<file path="src/rtl/ctl_pkg.sv">
// ----------------------------------------------------------------------------
// ctl_pkg
// shared constants and types of the closed tour length unit
// ----------------------------------------------------------------------------
package ctl_pkg;

    localparam int CTL_COORD_BITS = 16;
    localparam int CTL_FRAC_BITS  = 8;
    localparam int SUM_BITS       = 35;

    localparam logic [SUM_BITS-1:0] SUM_MAX = '1;

    typedef enum logic [0:0] {
        REG_START_X = 1'b0,
        REG_START_Y = 1'b1
    } cfg_reg_t;

    typedef enum logic [2:0] {
        S_IDLE,
        S_DIST,
        S_ROOT,
        S_EMIT
    } state_t;

endpackage

</file>
<file path="src/rtl/ctl_sqdist.sv">
// ----------------------------------------------------------------------------
// ctl_sqdist
// bit-serial squared distance, one multiplier bit of dx and dy per cycle
// ----------------------------------------------------------------------------
module ctl_sqdist
    import ctl_pkg::*;
#(
    parameter int COORD_BITS = CTL_COORD_BITS
)
(
    input  logic                        clk,
    input  logic                        rst_n,
    input  logic                        go,
    input  logic signed [COORD_BITS-1:0] ax,
    input  logic signed [COORD_BITS-1:0] ay,
    input  logic signed [COORD_BITS-1:0] bx,
    input  logic signed [COORD_BITS-1:0] by,
    output logic                        done,
    output logic [2*COORD_BITS:0]       sq
);

    localparam int PW = 2 * COORD_BITS;
    localparam int CW = $clog2(COORD_BITS);

    logic signed [COORD_BITS:0] dx_diff, dy_diff;
    logic [COORD_BITS:0]        dx_mag, dy_mag;
    logic [PW-1:0]              mx_reg, my_reg;
    logic [COORD_BITS-1:0]      qx_reg, qy_reg;
    logic [PW:0]                acc_reg;
    logic [CW-1:0]              cnt_reg;
    logic                       busy_reg;
    logic                       done_reg;

    assign dx_diff = {ax[COORD_BITS-1], ax} - {bx[COORD_BITS-1], bx};
    assign dy_diff = {ay[COORD_BITS-1], ay} - {by[COORD_BITS-1], by};
    assign dx_mag  = dx_diff[COORD_BITS] ? -dx_diff : dx_diff;
    assign dy_mag  = dy_diff[COORD_BITS] ? -dy_diff : dy_diff;

    always_ff @(posedge clk or negedge rst_n)
    begin
        if (!rst_n)
        begin
            busy_reg <= 1'b0;
            done_reg <= 1'b0;
            cnt_reg  <= '0;
        end
        else
        begin
            done_reg <= 1'b0;
            if (go)
            begin
                busy_reg <= 1'b1;
                cnt_reg  <= '0;
            end
            else if (busy_reg)
            begin
                cnt_reg <= cnt_reg + 1'b1;
                if (cnt_reg == CW'(COORD_BITS - 1))
                begin
                    busy_reg <= 1'b0;
                    done_reg <= 1'b1;
                end
            end
        end
    end

    // shift-add datapath, multiplicand moves left, multiplier moves right
    always_ff @(posedge clk)
    begin
        if (go)
        begin
            mx_reg  <= PW'(dx_mag[COORD_BITS-1:0]);
            my_reg  <= PW'(dy_mag[COORD_BITS-1:0]);
            qx_reg  <= dx_mag[COORD_BITS-1:0];
            qy_reg  <= dy_mag[COORD_BITS-1:0];
            acc_reg <= '0;
        end
        else if (busy_reg)
        begin
            acc_reg <= acc_reg + (qx_reg[0] ? {1'b0, mx_reg} : '0)
                               + (qy_reg[0] ? {1'b0, my_reg} : '0);
            mx_reg  <= {mx_reg[PW-2:0], 1'b0};
            my_reg  <= {my_reg[PW-2:0], 1'b0};
            qx_reg  <= {1'b0, qx_reg[COORD_BITS-1:1]};
            qy_reg  <= {1'b0, qy_reg[COORD_BITS-1:1]};
        end
    end

    assign done = done_reg;
    assign sq   = acc_reg;

endmodule

</file>
<file path="src/rtl/ctl_isqrt.sv">
// ----------------------------------------------------------------------------
// ctl_isqrt
// restoring floor square root, one root bit per cycle
// ----------------------------------------------------------------------------
module ctl_isqrt
    import ctl_pkg::*;
#(
    parameter int ROOT_BITS = CTL_COORD_BITS + CTL_FRAC_BITS + 1
)
(
    input  logic                   clk,
    input  logic                   rst_n,
    input  logic                   go,
    input  logic [2*ROOT_BITS-1:0] radicand,
    output logic                   done,
    output logic [ROOT_BITS-1:0]   root
);

    localparam int RAD_BITS = 2 * ROOT_BITS;
    localparam int REM_W    = ROOT_BITS + 3;
    localparam int CW       = $clog2(ROOT_BITS);

    logic [RAD_BITS-1:0]  rad_reg;
    logic [REM_W-1:0]     rem_reg;
    logic [ROOT_BITS-1:0] root_reg;
    logic [CW-1:0]        cnt_reg;
    logic                 busy_reg;
    logic                 done_reg;
    logic [REM_W-1:0]     rem_sh;
    logic [REM_W-1:0]     trial;
    logic                 fits;

    assign rem_sh = {rem_reg[REM_W-3:0], rad_reg[RAD_BITS-1 -: 2]};
    assign trial  = REM_W'({root_reg, 2'b01});
    assign fits   = (rem_sh >= trial);

    always_ff @(posedge clk or negedge rst_n)
    begin
        if (!rst_n)
        begin
            busy_reg <= 1'b0;
            done_reg <= 1'b0;
            cnt_reg  <= '0;
        end
        else
        begin
            done_reg <= 1'b0;
            if (go)
            begin
                busy_reg <= 1'b1;
                cnt_reg  <= '0;
            end
            else if (busy_reg)
            begin
                cnt_reg <= cnt_reg + 1'b1;
                if (cnt_reg == CW'(ROOT_BITS - 1))
                begin
                    busy_reg <= 1'b0;
                    done_reg <= 1'b1;
                end
            end
        end
    end

    always_ff @(posedge clk)
    begin
        if (go)
        begin
            rad_reg  <= radicand;
            rem_reg  <= '0;
            root_reg <= '0;
        end
        else if (busy_reg)
        begin
            rad_reg  <= {rad_reg[RAD_BITS-3:0], 2'b00};
            rem_reg  <= fits ? (rem_sh - trial) : rem_sh;
            root_reg <= {root_reg[ROOT_BITS-2:0], fits};
        end
    end

    assign done = done_reg;
    assign root = root_reg;

endmodule

</file>
<file path="src/rtl/closed_tour_length_unit.sv">
// ----------------------------------------------------------------------------
// closed_tour_length_unit
// fixed point length of a closed euclidean tour through a configured start
// ----------------------------------------------------------------------------
// points arrive on the input channel (in_valid / in_stall), one request per
// point, with last_point set on the final point of a tour. every tour starts
// and ends at start_x / start_y; the user writes them through cfg_write /
// cfg_index / cfg_data only while the unit is idle, which the block itself
// does not enforce. one result per tour leaves on the output channel
// (out_valid / out_stall): the sum of segment lengths with FRAC_BITS
// fraction bits, saturating at the top of its 35 bits. each segment passes
// through the bit-serial squarer and then the square root, and the last
// point of a tour adds the closing segment back to the start. in_stall is
// high while a point is in work. a finished result sits in the output
// register until taken; the next point is accepted meanwhile, and the
// following tour total waits for the register to free up. reset clears the
// running sum, the start point and the output valid flag and arms the unit
// for the first point of a tour.
// ----------------------------------------------------------------------------
module closed_tour_length_unit
    import ctl_pkg::*;
#(
    parameter int COORD_BITS = CTL_COORD_BITS,
    parameter int FRAC_BITS  = CTL_FRAC_BITS
)
(
    input  logic                         clk,
    input  logic                         rst_n,
    input  logic                         cfg_write,
    input  logic                         cfg_index,
    input  logic [COORD_BITS-1:0]        cfg_data,
    input  logic                         in_valid,
    output logic                         in_stall,
    input  logic signed [COORD_BITS-1:0] point_x,
    input  logic signed [COORD_BITS-1:0] point_y,
    input  logic                         last_point,
    output logic                         out_valid,
    input  logic                         out_stall,
    output logic [SUM_BITS-1:0]          tour_length
);

    localparam int ROOT_BITS = COORD_BITS + FRAC_BITS + 1;
    localparam int SQ_BITS   = 2 * COORD_BITS + 1;
    localparam int RAD_BITS  = 2 * ROOT_BITS;
    localparam int ACC_W     = (ROOT_BITS > SUM_BITS ? ROOT_BITS : SUM_BITS) + 1;

    state_t state_reg, state_next;

    logic signed [COORD_BITS-1:0] start_x_reg, start_y_reg;
    logic signed [COORD_BITS-1:0] prev_x_reg, prev_x_next;
    logic signed [COORD_BITS-1:0] prev_y_reg, prev_y_next;
    logic                         first_reg, first_next;
    logic                         last_reg, last_next;
    logic                         seg_b_reg, seg_b_next;
    logic [SUM_BITS-1:0]          sum_reg, sum_next;
    logic                         out_valid_reg, out_valid_next;
    logic [SUM_BITS-1:0]          out_data_reg, out_data_next;

    logic                         dist_go, root_go;
    logic                         sq_done, root_done;
    logic signed [COORD_BITS-1:0] op_ax, op_ay, op_bx, op_by;
    logic [SQ_BITS-1:0]           sq;
    logic [ROOT_BITS-1:0]         seg_len;
    logic [ACC_W-1:0]             sum_wide;
    logic [SUM_BITS-1:0]          sum_sat;
    logic                         accept;
    logic                         out_free;

    assign in_stall = (state_reg != S_IDLE);
    assign accept   = in_valid && !in_stall;
    assign out_free = !out_valid_reg || !out_stall;

    // first segment from start or previous point, closing segment back to start
    always_comb
    begin
        if (state_reg == S_IDLE)
        begin
            op_ax = first_reg ? start_x_reg : prev_x_reg;
            op_ay = first_reg ? start_y_reg : prev_y_reg;
            op_bx = point_x;
            op_by = point_y;
        end
        else
        begin
            op_ax = prev_x_reg;
            op_ay = prev_y_reg;
            op_bx = start_x_reg;
            op_by = start_y_reg;
        end
    end

    assign sum_wide = ACC_W'(sum_reg) + ACC_W'(seg_len);
    assign sum_sat  = (sum_wide >= ACC_W'(SUM_MAX)) ? SUM_MAX : sum_wide[SUM_BITS-1:0];

    always_ff @(posedge clk or negedge rst_n)
    begin
        if (!rst_n)
        begin
            start_x_reg <= '0;
            start_y_reg <= '0;
        end
        else if (cfg_write)
        begin
            case (cfg_index)
                REG_START_X: start_x_reg <= cfg_data;
                REG_START_Y: start_y_reg <= cfg_data;
                default:     start_x_reg <= start_x_reg;
            endcase
        end
    end

    always_ff @(posedge clk or negedge rst_n)
    begin
        if (!rst_n)
        begin
            state_reg     <= S_IDLE;
            prev_x_reg    <= '0;
            prev_y_reg    <= '0;
            first_reg     <= 1'b1;
            last_reg      <= 1'b0;
            seg_b_reg     <= 1'b0;
            sum_reg       <= '0;
            out_valid_reg <= 1'b0;
        end
        else
        begin
            state_reg     <= state_next;
            prev_x_reg    <= prev_x_next;
            prev_y_reg    <= prev_y_next;
            first_reg     <= first_next;
            last_reg      <= last_next;
            seg_b_reg     <= seg_b_next;
            sum_reg       <= sum_next;
            out_valid_reg <= out_valid_next;
        end
    end

    always_ff @(posedge clk)
    begin
        out_data_reg <= out_data_next;
    end

    always_comb
    begin
        state_next     = state_reg;
        prev_x_next    = prev_x_reg;
        prev_y_next    = prev_y_reg;
        first_next     = first_reg;
        last_next      = last_reg;
        seg_b_next     = seg_b_reg;
        sum_next       = sum_reg;
        out_data_next  = out_data_reg;
        out_valid_next = out_valid_reg && out_stall;
        dist_go        = 1'b0;
        root_go        = 1'b0;

        case (state_reg)
            S_IDLE:
            begin
                if (accept)
                begin
                    dist_go     = 1'b1;
                    prev_x_next = point_x;
                    prev_y_next = point_y;
                    first_next  = 1'b0;
                    last_next   = last_point;
                    seg_b_next  = 1'b0;
                    state_next  = S_DIST;
                end
            end
            S_DIST:
            begin
                if (sq_done)
                begin
                    root_go    = 1'b1;
                    state_next = S_ROOT;
                end
            end
            S_ROOT:
            begin
                if (root_done)
                begin
                    sum_next = sum_sat;
                    if (last_reg && !seg_b_reg)
                    begin
                        dist_go    = 1'b1;
                        seg_b_next = 1'b1;
                        state_next = S_DIST;
                    end
                    else if (last_reg)
                    begin
                        state_next = S_EMIT;
                    end
                    else
                    begin
                        state_next = S_IDLE;
                    end
                end
            end
            S_EMIT:
            begin
                if (out_free)
                begin
                    out_data_next  = sum_reg;
                    out_valid_next = 1'b1;
                    sum_next       = '0;
                    first_next     = 1'b1;
                    last_next      = 1'b0;
                    seg_b_next     = 1'b0;
                    state_next     = S_IDLE;
                end
            end
            default:
            begin
                state_next = S_IDLE;
            end
        endcase
    end

    ctl_sqdist #(
        .COORD_BITS (COORD_BITS)
    ) u_sqdist (
        .clk   (clk),
        .rst_n (rst_n),
        .go    (dist_go),
        .ax    (op_ax),
        .ay    (op_ay),
        .bx    (op_bx),
        .by    (op_by),
        .done  (sq_done),
        .sq    (sq)
    );

    ctl_isqrt #(
        .ROOT_BITS (ROOT_BITS)
    ) u_isqrt (
        .clk      (clk),
        .rst_n    (rst_n),
        .go       (root_go),
        .radicand (RAD_BITS'(sq) << (2 * FRAC_BITS)),
        .done     (root_done),
        .root     (seg_len)
    );

    assign out_valid   = out_valid_reg;
    assign tour_length = out_data_reg;

    a_sq_done_in_dist: assert property (@(posedge clk) disable iff (!rst_n)
        sq_done |-> state_reg == S_DIST)
        else $error("squarer finished outside the distance phase");

    a_root_done_in_root: assert property (@(posedge clk) disable iff (!rst_n)
        root_done |-> state_reg == S_ROOT)
        else $error("square root finished outside the root phase");

    a_closing_only_on_last: assert property (@(posedge clk) disable iff (!rst_n)
        seg_b_reg |-> last_reg)
        else $error("closing segment started on a point that is not last");

    a_rearm_after_emit: assert property (@(posedge clk) disable iff (!rst_n)
        (state_reg == S_EMIT && out_free) |=>
            (sum_reg == '0 && first_reg && out_valid_reg && state_reg == S_IDLE))
        else $error("tour total sent without re-arming");

endmodule

</file>
<file path="config.mk">
export PLATFORM = sky130hd
export DESIGN_NAME = closed_tour_length_unit
export DESIGN_NICKNAME = d
export VERILOG_FILES = /design/src/rtl/ctl_pkg.sv /design/src/rtl/ctl_sqdist.sv /design/src/rtl/ctl_isqrt.sv /design/src/rtl/closed_tour_length_unit.sv
export SDC_FILE = /design/constraint.sdc
export NUM_CORES = 1
export LEC_CHECK = 0
export ABC_AREA = 1
export BUFFER_PORTS_ARGS = -buffer_cell sky130_fd_sc_hd__buf_2
export CORE_MARGIN = 2
export CORE_UTILIZATION = 55
export DETAILED_ROUTE_END_ITERATION = 7
export HOLD_SLACK_MARGIN = 0.1
export PLACE_DENSITY = 0.84
export REMOVE_ABC_BUFFERS = 1
export SETUP_SLACK_MARGIN = 0.1
export SKIP_CTS_REPAIR_TIMING = 1
export SLEW_MARGIN = 20
export SYNTH_ARGS = -nofsm -noshare
export SYNTH_HDL_FRONTEND = slang
export SYNTH_SLANG_ARGS = --single-unit
</file>
<file path="constraint.sdc">
create_clock -name clk -period 4.2 [get_ports clk]
set_input_delay 0 -clock clk [delete_from_list [all_inputs] [get_ports clk]]
set_output_delay 0 -clock clk [all_outputs]
set_load 0.03 [all_outputs]
</file>
Word-level counts from Yosys, hierarchy flattened --
Index checks and enable logic that the tools add are counted. Widths: inputs -> output; s select.
Storage, ports and cells: register bits after elaboration 368, bits of input ports 55, output and inout bits 37, logic and storage cells 139
Cells by class: add/subtract/negate cells 10, $lt $le $gt $ge 2, equal/unequal tests 10, mux-type cells 65, bitwise logic cells 1, reduce and logical (&&, ||, !) cells 23
Operator list (number):
- $mux 16 | 16
- $mux 35 | 3
- $mux 49 | 2
- $pmux 35 s2 | 1
- $add 33x33->33 | 2
- $mux 32 | 2
- $add 35x25->36 | 1
- $ge 36x35->1 const B | 1
- $sub 16x16->17 | 2
- $neg 16->16 | 2
- $ge 28x27->1 | 1
- $mux 26 | 1
- $sub 26x26->26 | 1
- $mux 1 | 25
- $mux 3 | 4
- $pmux 3 s4 | 1
- $mux 5 | 2
- $mux 4 | 2
- $reduce_and 2->1 | 4
- $reduce_bool 2->1 | 4
- $eq 3x2->1 const B | 2
- $ne 2x2->1 const B | 3
- $pmux 1 s2 | 3
- $reduce_and 3->1 | 2
- other kinds (16) | 24

Logic depth before layout (Yosys ltp) --
Gate-level depths: netlist (run 1).
word-level depth 6, gate-level depth with buffers 26, gate-level depth less buffers 24

By module --
From an unflattened synthesis (run 1), not the netlist that was laid out.
Unflattened totals: cells, all modules 3672, area total of the unflattened synthesis 25804.7 µm²
Modules (own cells, without submodules):
- ctl_sqdist | times used 1, cells an instance 1591, area each 10764.1 µm², seq. area each 3373.2 µm²
- closed_tour_length_unit | times used 1, cells an instance 1223, area each 8828.5 µm², seq. area each 3679.8 µm²
- ctl_isqrt | times used 1, cells an instance 858, area each 6212.2 µm², seq. area each 2697.6 µm²

Worst setup path after synthesis (run 1) --
OpenSTA, ideal clock, no wires.
kind flip-flop to flip-flop, start point reg state_reg[0], end point reg u_sqdist.mx_reg[12] (data pin), library setup time 0.255 ns, arrival time 3.662 ns, required time 3.945 ns, setup slack 0.283 ns, cell stages (with the launch flop) 23, buffers on the path 2, clock period less this slack 3.917 ns, cells stage by stage dfrtp_1 -> inv_1 -> ha_1 -> clkbuf_1 -> nand2_1 -> clkbuf_1 -> mux2_2 -> ha_1 -> a21oi_1 -> nand2_1 -> or2_1 -> nand2_1 -> nand2_1 -> inv_1 -> nand2_1 -> nor2_2 -> nand3_1 -> nor3_2 -> nand3_1 -> nand2_1 -> nand2_1 -> nand3_1 -> nand2_1
Between the ends: word-level cells in the longest chain between the ends 6, elaborated cells on any way between the ends 13, those cells by class add/sub: 2; eq/ne: 1; mux: 6; reduce/logical: 4
RTL lines:
- from (decl) | RTL line closed_tour_length_unit.sv:47 | state_t state_reg, state_next;
- from (signal assigned) | RTL line closed_tour_length_unit.sv:127 | state_reg <= state_next;
- $logic_not 3->1 or $reduce_bool 3->1 (tied branches) | RTL line closed_tour_length_unit.sv:76, closed_tour_length_unit.sv:157, closed_tour_length_unit.sv:69
- $mux 16 or $logic_not 1->1 (tied branches) | RTL line closed_tour_length_unit.sv:76, closed_tour_length_unit.sv:70
- $sub 16x16->17 or $logic_and 1x1->1 (tied branches) | RTL line ctl_sqdist.sv:34, closed_tour_length_unit.sv:70
- $neg 16->16 or $mux 1 (tied branches) | RTL line ctl_sqdist.sv:36, closed_tour_length_unit.sv:160
- $mux 16 or $pmux 1 s2 (tied branches) | RTL line ctl_sqdist.sv:36, closed_tour_length_unit.sv:157
- $mux 16 * | RTL line ctl_sqdist.sv:70 | if (go)
- to (signal assigned) | RTL line ctl_sqdist.sv:72 | mx_reg <= PW'(dx_mag[COORD_BITS-1:0]);
- to (signal assigned) | RTL line ctl_sqdist.sv:82 | mx_reg <= {mx_reg[PW-2:0], 1'b0};
- to (decl) | RTL line ctl_sqdist.sv:27 | logic [PW-1:0] mx_reg, my_reg;
Every way passes the cells marked *; elsewhere a longest branch is shown, timed or not. A chain may end at the register's enable or synchronous reset.

Worst setup path in the final report (run 1) --
start point reg state_reg[0], end point reg u_sqdist.my_reg[4] (data pin)
Between the ends: word-level cells in the longest chain between the ends 6, elaborated cells on any way between the ends 13, those cells by class add/sub: 2; eq/ne: 1; mux: 6; reduce/logical: 4
RTL lines:
- $logic_not 3->1 or $reduce_bool 3->1 (tied branches) | RTL line closed_tour_length_unit.sv:76, closed_tour_length_unit.sv:157, closed_tour_length_unit.sv:69
- $mux 16 or $logic_not 1->1 (tied branches) | RTL line closed_tour_length_unit.sv:76, closed_tour_length_unit.sv:70
- $sub 16x16->17 or $logic_and 1x1->1 (tied branches) | RTL line ctl_sqdist.sv:35, closed_tour_length_unit.sv:70
- $neg 16->16 or $mux 1 (tied branches) | RTL line ctl_sqdist.sv:37, closed_tour_length_unit.sv:160
- $mux 16 or $pmux 1 s2 (tied branches) | RTL line ctl_sqdist.sv:37, closed_tour_length_unit.sv:157
- $mux 16 * | RTL line ctl_sqdist.sv:70
- to (signal assigned) | RTL line ctl_sqdist.sv:73 | my_reg <= PW'(dy_mag[COORD_BITS-1:0]);
- to (signal assigned) | RTL line ctl_sqdist.sv:83 | my_reg <= {my_reg[PW-2:0], 1'b0};
- to (decl) | RTL line ctl_sqdist.sv:27
Marked as above.

==> reports/qor.json, run 1 <==
{
  "status": {"value": "finished, final reports clean"},
  "distinct_cell_type_count_after_synthesis": {"value": 55},
  "core_area": {"value": 0.0428, "unit": "mm2"},
  "tritoncts": {"value": "yes"},
  "setup_viol": {"value": 0},
  "detail_route.iter0.violations": {"value": 1728},
  "dominantRegCellSynth": {"value": "edfxtp_1"},
  "synth_top_cell_by_area": {"value": "edfxtp_1"},
  "timing.critical_path.max_delay_family": {"value": "simple AND/OR/NAND/NOR gates"},
  "ioPinCount": {"value": 92},
  "ys_ff_latch": {"value": 367},
  "cell_with_the_most_instances_after_synthesis": {"value": "nand2_1"},
  "routed_wl": {"value": 57900, "unit": "um"},
  "clkLatencyLatePin": {"value": 0.57, "unit": "ns"},
  "cp.required": {"value": 4.49, "unit": "ns"},
  "cts.path.max_buffers": {"value": 3},
  "first_pass_iters": {"value": 5},
  "globalRoute.totalOverflow": {"value": 0},
  "die_x_extent": {"value": 212, "unit": "um"},
  "first_global_vias": {"value": 19566},
  "drt-vias-per-instance": {"value": 5.42},
  "setup.reg_to_reg.worst_slack": {"value": 0.34, "unit": "ns"},
  "timing.fmax": {"value": 259, "unit": "MHz"},
  "antenna_diode_count": {"value": 0},
  "grt_setup_unrepaired": {"value": "false"},
  "async_flop_share": {"value": 32.2, "unit": "%"},
  "initial_utilization": {"value": 55.4, "unit": "%"},
  "route.vias.total": {"value": 21027},
  "per_cell_routed_wire_length": {"value": 14.9, "unit": "um"},
  "regToRegStartpoint": {"value": "state_reg[0]"},
  "cells_along_the_critical_path": {"value": "inv_2 -> ha_4 -> nand2_2 -> buf_12 -> mux2_2 -> ha_1 -> a21oi_1 -> inv_1 -> a21oi_2 -> or2_1 -> nand2_1 -> a21oi_1 -> nand2_1 -> nand2_1 -> nand2_1 -> buf_4 -> nor2_1 -> a21oi_1 -> o21ai_0 -> nand2_1"},
  "fin_tns_setup": {"value": 0, "unit": "ns"},
  "crit_slowest_cell": {"value": "dfrtp_1"},
  "tritoncts_num_sinks": {"value": 367},
  "antenna_violations_before_repair": {"value": 0},
  "slew-limit-headroom": {"value": 29.6, "unit": "%"},
  "multiInputGateArea": {"value": 0.0124, "unit": "mm2"},
  "post-route-drc-count": {"value": 0},
  "cts.clk_slew.worst_paths": {"value": 0.06, "unit": "ns"},
  "cp_slowest_stage_delay": {"value": 0.43, "unit": "ns"},
  "fin_worst_skew": {"value": 0.0284, "unit": "ns"},
  "nFillCells": {"value": 3627},
  "post_synth.cell_area_avg": {"value": 7.45, "unit": "um2"},
  "design.die.area": {"value": 0.0448, "unit": "mm2"},
  "maxCapViolCount": {"value": 0},
  "fin_worst_hold_slack": {"value": 0.228, "unit": "ns"},
  "place_hpwl": {"value": 40100, "unit": "um"},
  "tightestPinTransition": {"value": 1.05, "unit": "ns"},
  "synth-seq-area-share": {"value": 39.1, "unit": "%"},
  "groute.usage.overall": {"value": 24.8, "unit": "%"},
  "core.rowCount": {"value": 76},
  "criticalPathCategory": {"value": "register to register"},
  "final_min_period_over_clock_period": {"value": 92.0, "unit": "%"},
  "synth_edf_count": {"value": 132},
  "critPathBufInv": {"value": 4},
  "synth.cells.most_frequent": {"value": "1014 x nand2_1, 453 x inv_1, 252 x o21ai_0"},
  "final_max_slew_viol_count": {"value": 0},
  "min_from": {"value": "out_stall"},
  "synth_largest_type_area_fraction": {"value": 16.7, "unit": "%"},
  "hold_violation_total_from_the_final_report": {"value": 0},
  "die_h": {"value": 212, "unit": "um"},
  "worstSetupEndpointType": {"value": "register"},
  "wire_length_of_the_first_global_routing_pass": {"value": 92500, "unit": "um"},
  "worstPathMaxFanout": {"value": 18},
  "hold-path-cell-count": {"value": 4},
  "grt_max_degree": {"value": 91},
  "cell_mode_on_critical_path": {"value": "nand2_1"},
  "hold_path.class": {"value": "input port to register"},
  "crit-reg2reg-capture": {"value": "u_sqdist.my_reg[4]"},
  "cts_made_buffers": {"value": 40},
  "syn2layout_area_growth": {"value": 12.7, "unit": "%"},
  "antenna_left": {"value": 0},
  "final_nets": {"value": 3518},
  "final.min_clock_period": {"value": 3.86, "unit": "ns"},
  "finalWeightedCongestion": {"value": 0.948},
  "critical_path_arrival": {"value": 4.15, "unit": "ns"},
  "synth_cells": {"value": 3180},
  "area.sequential": {"value": 0.00926, "unit": "mm2"},
  "netlist_top_cells_area": {"value": "edfxtp_1 17%, nand2_1 16%, dfrtp_1 12%"},
  "timing.hold.worst_endpoint": {"value": "out_valid"},
  "yosys_warnings": {"value": 0},
  "port-buffer-count": {"value": 91},
  "final_layout_size_suffix_gt1_share": {"value": 9.18, "unit": "%"},
  "syn-cell-area": {"value": 0.0237, "unit": "mm2"},
  "cts_h_tree_lvls": {"value": 2},
  "kind_of_start_point_of_the_critical_path": {"value": "register"},
  "master_cell_of_the_clock_root_buffer": {"value": "clkbuf_16"},
  "r2r_cells": {"value": 20}
}
layout make-up:
type	count	area share (%)
multi-input combinational	2252	46.4
timing repair buffer	177	5.08
clock inverter	19	0.586
clock buffer	55	4.19
inverter	464	6.54
sequential	367	34.7
tap	546	2.56
worst reg2reg max path, stage by stage (launching register included):
cell	delay (ns)
dfrtp_1	0.43
inv_2	0.10
ha_4	0.19
nand2_2	0.17
buf_12	0.20
mux2_2	0.36
ha_1	0.38
a21oi_1	0.26
inv_1	0.08
a21oi_2	0.13
or2_1	0.13
nand2_1	0.07
a21oi_1	0.17
nand2_1	0.09
nand2_1	0.06
nand2_1	0.11
buf_4	0.19
nor2_1	0.12
a21oi_1	0.07
o21ai_0	0.16
nand2_1	0.09
cells in the final DEF (no fill, tap or decap), types with 6 or more instances in the layout:
master and count:
nor2_2 6, nand3b_1 16, mux2_2 29, clkinv_1 8
inv_2 13, clkbuf_1 11, xor2_1 43, dfrtp_1 116
nand3_2 34, nand2_2 13, a21o_1 9, xnor2_1 29
nor4_1 6, fa_1 36, dlygate4sd3_1 54, o21ai_0 251
nand2_1 1007, or2_2 6, buf_4 26, edfxtp_1 132
nand3_1 133, o21a_1 9, inv_1 447, nor2_1 147
ha_1 124, o211ai_1 9, a21oi_1 201, dfxtp_1 117
clkbuf_16 45, nand4_1 27, nor3_1 26, buf_2 90
o22ai_1 26, clkinv_2 7, o21bai_1 12
how the worst max path moves through the flow:
stage | from | to | slack (ns) | depth (start not counted)
6_report | state_reg[0] | u_sqdist.my_reg[4] | 0.34 | 20
2_1_floorplan | state_reg[0] | u_sqdist.mx_reg[0] | -7.10 | 6
3_3_place_gp | state_reg[0] | u_sqdist.mx_reg[15] | 0.44 | 21
3_5_place_dp | state_reg[0] | u_sqdist.mx_reg[13] | 0.27 | 21
4_1_cts | state_reg[0] | u_sqdist.mx_reg[13] | 0.24 | 21
5_1_grt | state_reg[0] | u_sqdist.mx_reg[12] | 0.05 | 21
per-layer routing:
metal / wire, um / GRT usage, % / up-vias
met2: 28300 / 43.0 / 591
met4: 1780 / 8.26 / 0
met5: 0 / 0 / -
met3: 2810 / 3.37 / 125
li1: - / - / 10522
met1: 25000 / 32.1 / 9789
stage by stage:
step	worst slack (ns)	utilization (%)	instances	cell area, um2
after floorplan	-7.10	-	3083	23300
after global placement	0.438	57.7	3745	24700
after detailed placement	0.274	57.7	3745	24700
after CTS	0.238	60.7	3819	26000
after global routing	0.0463	62.4	3880	26700
final	0.338	62.4	3880	26700
cells by family (layout without fill, tap and decap cells):
family                   after synthesis  in the layout  synth area share (%)
AO/OA/AOI/OAI                        547            547                  12.4
XOR/XNOR                              75             75                  2.83
adder cells (fa/ha/maj)              161            161                  9.64
buffers and inverters                561            715                  9.10
flip-flops                           367            367                  39.1
multiplexers                          30             30                  1.42
AND/OR/NAND/NOR                     1439           1439                  25.6
Power of run 1 is not shown: default switching activity piles up to over one toggle a cycle in this logic, so the estimate is an artifact.
==> run 2: changes to the inputs <==
--- a/config.mk
+++ b/config.mk
@@ -15,7 +15,7 @@
 export REMOVE_ABC_BUFFERS = 1
 export SETUP_SLACK_MARGIN = 0.1
 export SKIP_CTS_REPAIR_TIMING = 1
-export SLEW_MARGIN = 20
+export SLEW_MARGIN = 25
 export SYNTH_ARGS = -nofsm -noshare
 export SYNTH_HDL_FRONTEND = slang
 export SYNTH_SLANG_ARGS = --single-unit
==> constraint.sdc (replaced) <==
create_clock -name clk -period 4.2 [get_ports clk]
set_input_delay 1.26 -clock clk [delete_from_list [all_inputs] [get_ports clk]]
set_output_delay 1.26 -clock clk [all_outputs]
set_load 0.03 [all_outputs]
==> reports/qor.json, run 2 (same netlist as run 1, synthesis figures left out) <==
{
  "detail_route.iter0.violations": {"value": 1702},
  "clkLatencyLatePin": {"value": 0.58, "unit": "ns"},
  "syn2layout_area_growth": {"value": 10.9, "unit": "%"},
  "postLayoutCoreUtil": {"value": 61.5, "unit": "%"},
  "cts.path.max_buffers": {"value": 3},
  "kind_of_start_point_of_the_critical_path": {"value": "register"},
  "mostFrequentLayoutCells": {"value": "1009 x nand2_1, 448 x inv_1, 251 x o21ai_0"},
  "cts_made_buffers": {"value": 41},
  "final_min_period_over_clock_period": {"value": 91.9, "unit": "%"},
  "port-buffer-count": {"value": 91},
  "routed_wl": {"value": 55200, "unit": "um"},
  "cts_h_tree_lvls": {"value": 2},
  "slew-limit-headroom": {"value": 32.1, "unit": "%"},
  "post-route-drc-count": {"value": 0},
  "final_nets": {"value": 3467},
  "tightestPinTransition": {"value": 1.02, "unit": "ns"},
  "antenna_diode_count": {"value": 0},
  "antenna_left": {"value": 0},
  "die_h": {"value": 212, "unit": "um"},
  "fin_tns_setup": {"value": 0, "unit": "ns"},
  "design.die.area": {"value": 0.0448, "unit": "mm2"},
  "final.min_clock_period": {"value": 3.86, "unit": "ns"},
  "status": {"value": "finished, final reports clean"},
  "cp.required": {"value": 4.50, "unit": "ns"},
  "route.vias.total": {"value": 20576},
  "finalWeightedCongestion": {"value": 0.944},
  "multiInputGateArea": {"value": 0.0124, "unit": "mm2"},
  "antenna_violations_before_repair": {"value": 0},
  "initial_utilization": {"value": 55.4, "unit": "%"},
  "worstPathMaxFanout": {"value": 18},
  "worstSetupEndpointType": {"value": "register"},
  "hold_path.class": {"value": "register to register"},
  "place_hpwl": {"value": 39400, "unit": "um"},
  "area.sequential": {"value": 0.00926, "unit": "mm2"},
  "criticalPathCategory": {"value": "register to register"},
  "core.rowCount": {"value": 76},
  "grt_max_degree": {"value": 91},
  "globalRoute.totalOverflow": {"value": 0},
  "timing.fmax": {"value": 259, "unit": "MHz"},
  "fin_worst_skew": {"value": 0.0286, "unit": "ns"},
  "ioPinCount": {"value": 92},
  "final_max_slew_viol_count": {"value": 0},
  "startpoint": {"value": "state_reg[0]"},
  "first_pass_iters": {"value": 6},
  "tritoncts": {"value": "yes"},
  "most_common_cell_after_layout_fill_and_taps_aside": {"value": "nand2_1"},
  "nFillCells": {"value": 3716},
  "master_cell_of_the_clock_root_buffer": {"value": "clkbuf_16"},
  "core_area": {"value": 0.0428, "unit": "mm2"},
  "groute.usage.overall": {"value": 24.8, "unit": "%"},
  "cts.clk_slew.worst_paths": {"value": 0.06, "unit": "ns"},
  "drt-vias-per-instance": {"value": 5.37},
  "tritoncts_num_sinks": {"value": 367},
  "hold_violation_total_from_the_final_report": {"value": 0},
  "critical_path_arrival": {"value": 4.16, "unit": "ns"},
  "regToRegStartpoint": {"value": "state_reg[0]"},
  "die_x_extent": {"value": 212, "unit": "um"},
  "per_cell_routed_wire_length": {"value": 14.4, "unit": "um"},
  "grt_setup_unrepaired": {"value": "false"},
  "maxCapViolCount": {"value": 0},
  "first_global_vias": {"value": 19396},
  "min_from": {"value": "u_isqrt.rad_reg[47]"},
  "finalInstanceArea": {"value": 0.0263, "unit": "mm2"},
  "dpl-instance-area": {"value": 0.0247, "unit": "mm2"},
  "setup_viol": {"value": 0},
  "wire_length_of_the_first_global_routing_pass": {"value": 91900, "unit": "um"},
  "final_layout_size_suffix_gt1_share": {"value": 9.53, "unit": "%"}
}
## run 2: worst paths after layout
path / endpoint / slack (ns) / cells after the start
hold reg to reg: u_isqrt.rad_reg[49] / 0.45 / 2
max in group asynchronous: prev_y_reg[14] / 2.61 / 2
min in group asynchronous: sum_reg[6] / 0.83 / 1
hold / removal: u_isqrt.rad_reg[49] / 0.45 / 2
setup reg to reg: u_sqdist.my_reg[7] / 0.34 / 20
setup / recovery: u_sqdist.my_reg[7] / 0.34 / 20
## run 2: cell type report
cell class | instances | area share [%]
clock buffers | 47 | 4.10
clock inverters | 29 | 1.25
inverters | 464 | 6.64
multi-input cells | 2252 | 47.1
flip-flops and latches | 367 | 35.2
well taps | 546 | 2.60
repair buffers | 125 | 3.11
## run 2: layer usage
layer  global-route usage [%]  part of all wire [%]
met1                     32.2                    45
met2                     43.0                    48
met3                     3.35                   4.2
met4                     7.55                   2.8
met5                        0                     0
## run 2: per-stage QoR
step,hold WS (ns),setup slack (ns),instances
5_1_grt,0.492,0.0575,3830
3_3_place_gp,0.441,0.214,3747
4_1_cts,0.463,0.277,3823
2_1_floorplan,0.422,-7.10,3083
6_report,0.454,0.341,3830
3_5_place_dp,0.449,0.151,3747
## run 2: critical path, stage by stage (launching register included)
cell     delay, ns
dfrtp_1       0.40
inv_2         0.09
ha_4          0.21
nand2_2       0.17
buf_12        0.19
mux2_2        0.35
ha_1          0.38
a21oi_1       0.29
inv_1         0.08
a21oi_2       0.16
or2_1         0.14
nand2_1       0.07
a21oi_1       0.17
nand2_1       0.09
nand2_1       0.06
nand2_1       0.07
inv_2         0.15
nand2_1       0.09
or2_1         0.21
nand3_1       0.09
nand2_1       0.08
Power of run 2 is left out for the same reason.
